**config.mk**
```make
export PLATFORM = sky130hd
export DESIGN_NAME = tpm_ctrl
export DESIGN_NICKNAME = d
export VERILOG_FILES = /design/src/sv/tpm_pkg.sv /design/src/sv/tpm_ctrl.sv
export SDC_FILE = /design/constraint.sdc
export NUM_CORES = 1
export LEC_CHECK = 0
export BUFFER_PORTS_ARGS = -buffer_cell sky130_fd_sc_hd__buf_2
export CAP_MARGIN = 0
export CORE_AREA = 2 2 39 41
export DETAILED_ROUTE_END_ITERATION = 6
export DIE_AREA = 0 0 41 43
export PLACE_DENSITY = 0.41
export SYNTH_ARGS = -nofsm -noshare
export SYNTH_HDL_FRONTEND = slang
export SYNTH_SLANG_ARGS = --single-unit
```
**constraint.sdc**
```tcl
create_clock -name clk_i -period 1.3 [get_ports clk_i]
set_input_delay 0.325 -clock clk_i [delete_from_list [all_inputs] [get_ports clk_i]]
set_output_delay 0.325 -clock clk_i [all_outputs]
set_load 0.05 [all_outputs]
```
**src/sv/tpm_pkg.sv**
```systemverilog
`timescale 1ns / 1ps
// Shared types and constants for the trie multi-pattern matcher.
// No dependencies; imported by the controller, the datapath and the top level.
package tpm_pkg;

  localparam int unsigned STATES_DEF  = 256;
  localparam int unsigned MAX_LEN_DEF = 64;
  localparam int unsigned CHARS       = 256;

  localparam int unsigned IN_DATA_W  = 40;
  localparam int unsigned IN_USER_W  = 2;
  localparam int unsigned OUT_DATA_W = 48;
  localparam int unsigned POS_W      = 32;
  localparam int unsigned LEN_W      = 7;

  typedef enum logic [1:0] {
    OP_TRANS = 2'd0,
    OP_XLAT  = 2'd1,
    OP_TEXT  = 2'd2
  } op_e;

  typedef enum logic [2:0] {
    ST_CLEAR,
    ST_IDLE,
    ST_XLAT,
    ST_RING,
    ST_LOOK,
    ST_EMIT
  } ctl_state_e;

  // outcome of one trie step
  typedef enum logic [1:0] {
    ACT_END,
    ACT_EMIT,
    ACT_NEW,
    ACT_RING
  } act_e;

  typedef struct packed {
    logic clr_step;
    logic accept;
    logic xlat;
    logic ring;
    logic look;
    logic emit;
  } tpm_cmd_t;

  typedef struct packed {
    logic clr_done;
    logic is_text;
    logic decided;
    act_e act;
    logic last;
    logic out_free;
  } tpm_sts_t;

endpackage

```
**src/sv/tpm_ctrl.sv**
```systemverilog
`timescale 1ns / 1ps
// Sequencer of the trie matcher: memory clear, intake, table steps, result.
// Depends on tpm_pkg; drives the datapath only through tpm_cmd_t.
module tpm_ctrl
  import tpm_pkg::*;
(
  input  logic     clk_i,
  input  logic     rst_ni,
  input  logic     in_valid_i,
  output logic     in_ready_o,
  input  tpm_sts_t sts_i,
  output tpm_cmd_t cmd_o
);

  ctl_state_e state_q, state_d;
  logic       acc;

  assign acc = in_valid_i && (state_q == ST_IDLE);
  assign in_ready_o = (state_q == ST_IDLE);

  always_ff @(posedge clk_i or negedge rst_ni) begin
    if (!rst_ni) begin
      state_q <= ST_CLEAR;
    end else begin
      state_q <= state_d;
    end
  end

  always_comb begin
    state_d = state_q;
    case (state_q)
      ST_CLEAR: begin
        if (sts_i.clr_done) state_d = ST_IDLE;
      end
      ST_IDLE: begin
        if (acc && sts_i.is_text && !sts_i.decided) state_d = ST_XLAT;
      end
      ST_XLAT: state_d = ST_LOOK;
      ST_RING: state_d = ST_LOOK;
      ST_LOOK: begin
        case (sts_i.act)
          ACT_EMIT: state_d = ST_EMIT;
          ACT_NEW:  state_d = ST_LOOK;
          ACT_RING: state_d = ST_RING;
          ACT_END:  state_d = sts_i.last ? ST_EMIT : ST_IDLE;
          default:  state_d = ST_IDLE;
        endcase
      end
      ST_EMIT: begin
        if (sts_i.out_free) state_d = ST_IDLE;
      end
      default: state_d = ST_IDLE;
    endcase
  end

  always_comb begin
    cmd_o = '0;
    case (state_q)
      ST_CLEAR: cmd_o.clr_step = 1'b1;
      ST_IDLE:  cmd_o.accept   = acc;
      ST_XLAT:  cmd_o.xlat     = 1'b1;
      ST_RING:  cmd_o.ring     = 1'b1;
      ST_LOOK:  cmd_o.look     = 1'b1;
      ST_EMIT:  cmd_o.emit     = sts_i.out_free;
      default:  cmd_o = '0;
    endcase
  end

endmodule

```
==> reports/metrics.yaml <==
route:
  wl_met1_um: 258
  avgViaCountPerCell: 4.32
  drc: 0
  drt-pass1-iter-count: 4
  wirelength_um: 685
  routed.top_layer: "met4"
  wl_per_cell_um: 9.38
  route.met2.wl_um: 381
  antenna_left: 0
  drt_iter0_drc: 1
  vias: 315
  dr_wl_met3_um: 31
place:
  place_congestion: 0.731
  hpwl_um: 565
  pre_cts_ws_ns: -0.0530
  placed_area_um2: 438
  port-buffer-count: 16
run_status:
  violations: "setup timing"
  outcome: "finished with violations"
yosys:
  synth-seq-cells: 3
  postSynth.asyncResetShare_pct: 100
  synth_nets: 37
  yosys.area_share.adder_pct: 0
  synthTopCellsByArea: "dfrtp_1 (34%), and4bb_4 (7.3%), nand2_1 (6.7%)"
  synth_compound_area_share_pct: 15.1
  synth_cell_type_count: 18
  netlist_top_cells_count: "nand2_1 (4), nor2_1 (4), dfrtp_1 (3)"
  synth_top_family_by_area: "simple AND/OR/NAND/NOR gates"
  synth_top_area_cell: "dfrtp_1"
  synth-edff-count: 0
  synthMuxAreaShare_pct: 0
  syn_area_um2: 224
  synthSimpleGateAreaFrac_pct: 48.0
  synth.top_cell.area_share_pct: 33.5
  syn_area_per_cell_um2: 8.30
  seq_area_frac_synth_pct: 33.5
  yosysWarnings: 0
  synth_cells: 27
  synth_ff_type: "dfrtp_1"
  synth_xor_area_share_pct: 0
worst_setup_path:
  crit_family: "flip-flops"
  cp.arrival_ns: 1.15
  slowest_delay_ns: 0.40
  cp_cell_sequence: "nand2b_4, nor2_4, and2_4, buf_8"
  cp_slowest_cell: "dfrtp_2"
  path_buf_inv: 1
  cp-end-kind: "primary output"
  criticalPathCategory: "reg2out"
  path_max_fanout: 3
  required_ns: 0.98
  start_kind: "flop"
power_and_ir_drop:
  vdd_ir_drop_max_v: 0.000682
  p_leak_nw: 0.240
  power-per-cell-area_nw_per_um2: 2450
global_route:
  grt_antenna_before_repair: 0
  grt_overflow: 0
  grt_pass1_vias: 312
  grtUsageTotal_pct: 10.4
  grt_max_degree: 7
  grt_pass1_wl_mm: 1.17
flow_run:
  max-cap-violations: 0
cts:
  cts_tree: "built"
  numCtsBuffers: 3
  worstSkewPairLatency_ns: 0.24
  path_clk_slew_ns: 0.04
  h-tree-depth: 1
  root_buffer: "clkbuf_4"
  cts_num_sinks: 3
  clockBufferDepth: 2
floorplan:
  core_area_um2: 1380
  die_width_um: 41
  rows: 14
  die_h_um: 43
  die_area_um2: 1760
  start_util_pct: 16.2
  ios: 17
timing:
  max_freq_ghz: 0.677
  period_needed_ns: 1.48
  rsz0062_at_grt: "yes"
  setup_viol: 7
  setup_slack_ns: -0.178
  whs_ns: 0.320
  finalHoldViolCount: 0
  slew_headroom_pct: 84.8
  finalCritPeriodShare_pct: 114
  finClkSkew_ns: 0.00279
  slew_viol_final: 0
  worstMarginPinSlew_ns: 0.224
final_layout:
  regMostFlops: "state_q"
  largest_register_ffs: 3
  nNetsFinal: 68
  syn_to_final_growth_pct: 144
  post-route-cell-area_um2: 547
  top_regs: "state_q x3"
  nFillCells: 144
  n_antenna_cell: 0
  drive_gt1_share_pct: 78.9
  final_util_pct: 39.5
min_path:
  min_path_type: "in2reg"
power by group:
part	total (mW)	internal, mW	switching (mW)
registers	0.203	0.136	0.0679
clock network	0.164	0.115	0.0494
logic	0.972	0.452	0.520
total	1.34	0.703	0.637
placed cells by master (no fill, tap or decap), types with 2 or more instances in the layout:
cell type | netlist | layout
nor2_2 | 0 | 3
buf_2 | 0 | 10
buf_6 | 0 | 5
buf_8 | 0 | 2
nor3_4 | 0 | 2
clkbuf_4 | 0 | 3
nand2_1 | 4 | 3
dfrtp_2 | 0 | 3
buf_4 | 0 | 7
kinds of logic after synthesis:
kind of cell / count (synthesis)
AND/OR/NAND/NOR: 18
AO/OA/AOI/OAI: 4
flip-flops: 3
buffers and inverters: 2
final cells by class:
| type | count | area [um^2] | share of cell area [%] |
|---|---|---|---|
| clock buffer | 4 | 26.3 | 4.81 |
| inverter | 2 | 7.51 | 1.37 |
| multi-input combinational | 22 | 195 | 35.7 |
| sequential | 3 | 78.8 | 14.4 |
| tap | 16 | 20.0 | 3.66 |
| timing repair buffer | 26 | 219 | 40.0 |
routing by layer:
| layer | vias up | global-route usage, % |
|---|---|---|
| met4 | 0 | 10.0 |
| li1 | 161 | - |
| met2 | 12 | 15.6 |
| met1 | 140 | 10.6 |
| met3 | 2 | 3.14 |
| met5 | - | 0 |
timing repair:
item                                   CTS  global route
gates resized for setup                 20             1
cloned                                   0             0
endpoints found under the hold margin    3             0
setup endpoints to repair                8            10
buffers inserted                         1             0
pin swaps                                5             0
hold buffers                             1             0
path summary, 6_finish.rpt:
path | startpoint | cells past startpoint | end | slack, ns
setup / recovery | state_q[1] | 4 | cmd_o[4] | -0.18
hold / removal | sts_i[0] | 2 | state_q[2] | 0.32
setup reg to reg | state_q[2] | 4 | state_q[1] | 0.02
hold reg to reg | state_q[1] | 3 | state_q[1] | 0.68
max in group asynchronous | rst_ni | 2 | state_q[1] | 0.76
min in group asynchronous | rst_ni | 2 | state_q[2] | 0.42
per-stage QoR:
step                setup TNS [ns]  power [mW]  std cells
floorplan                   -0.644       0.723         27
global placement           -0.0955        1.05         67
detailed placement          -0.166        1.04         67
CTS                          -1.15        1.35         73
global route                 -1.53        1.43         73
finish                       -1.08        1.34         73
worst reg2reg max path, cell delays in order, from the launching register on:
cell and delay (ns):
dfrtp_2 0.45, inv_2 0.09, buf_4 0.15, or3_4 0.38
a21oi_2 0.13
(Power assumes the default switching activity.)
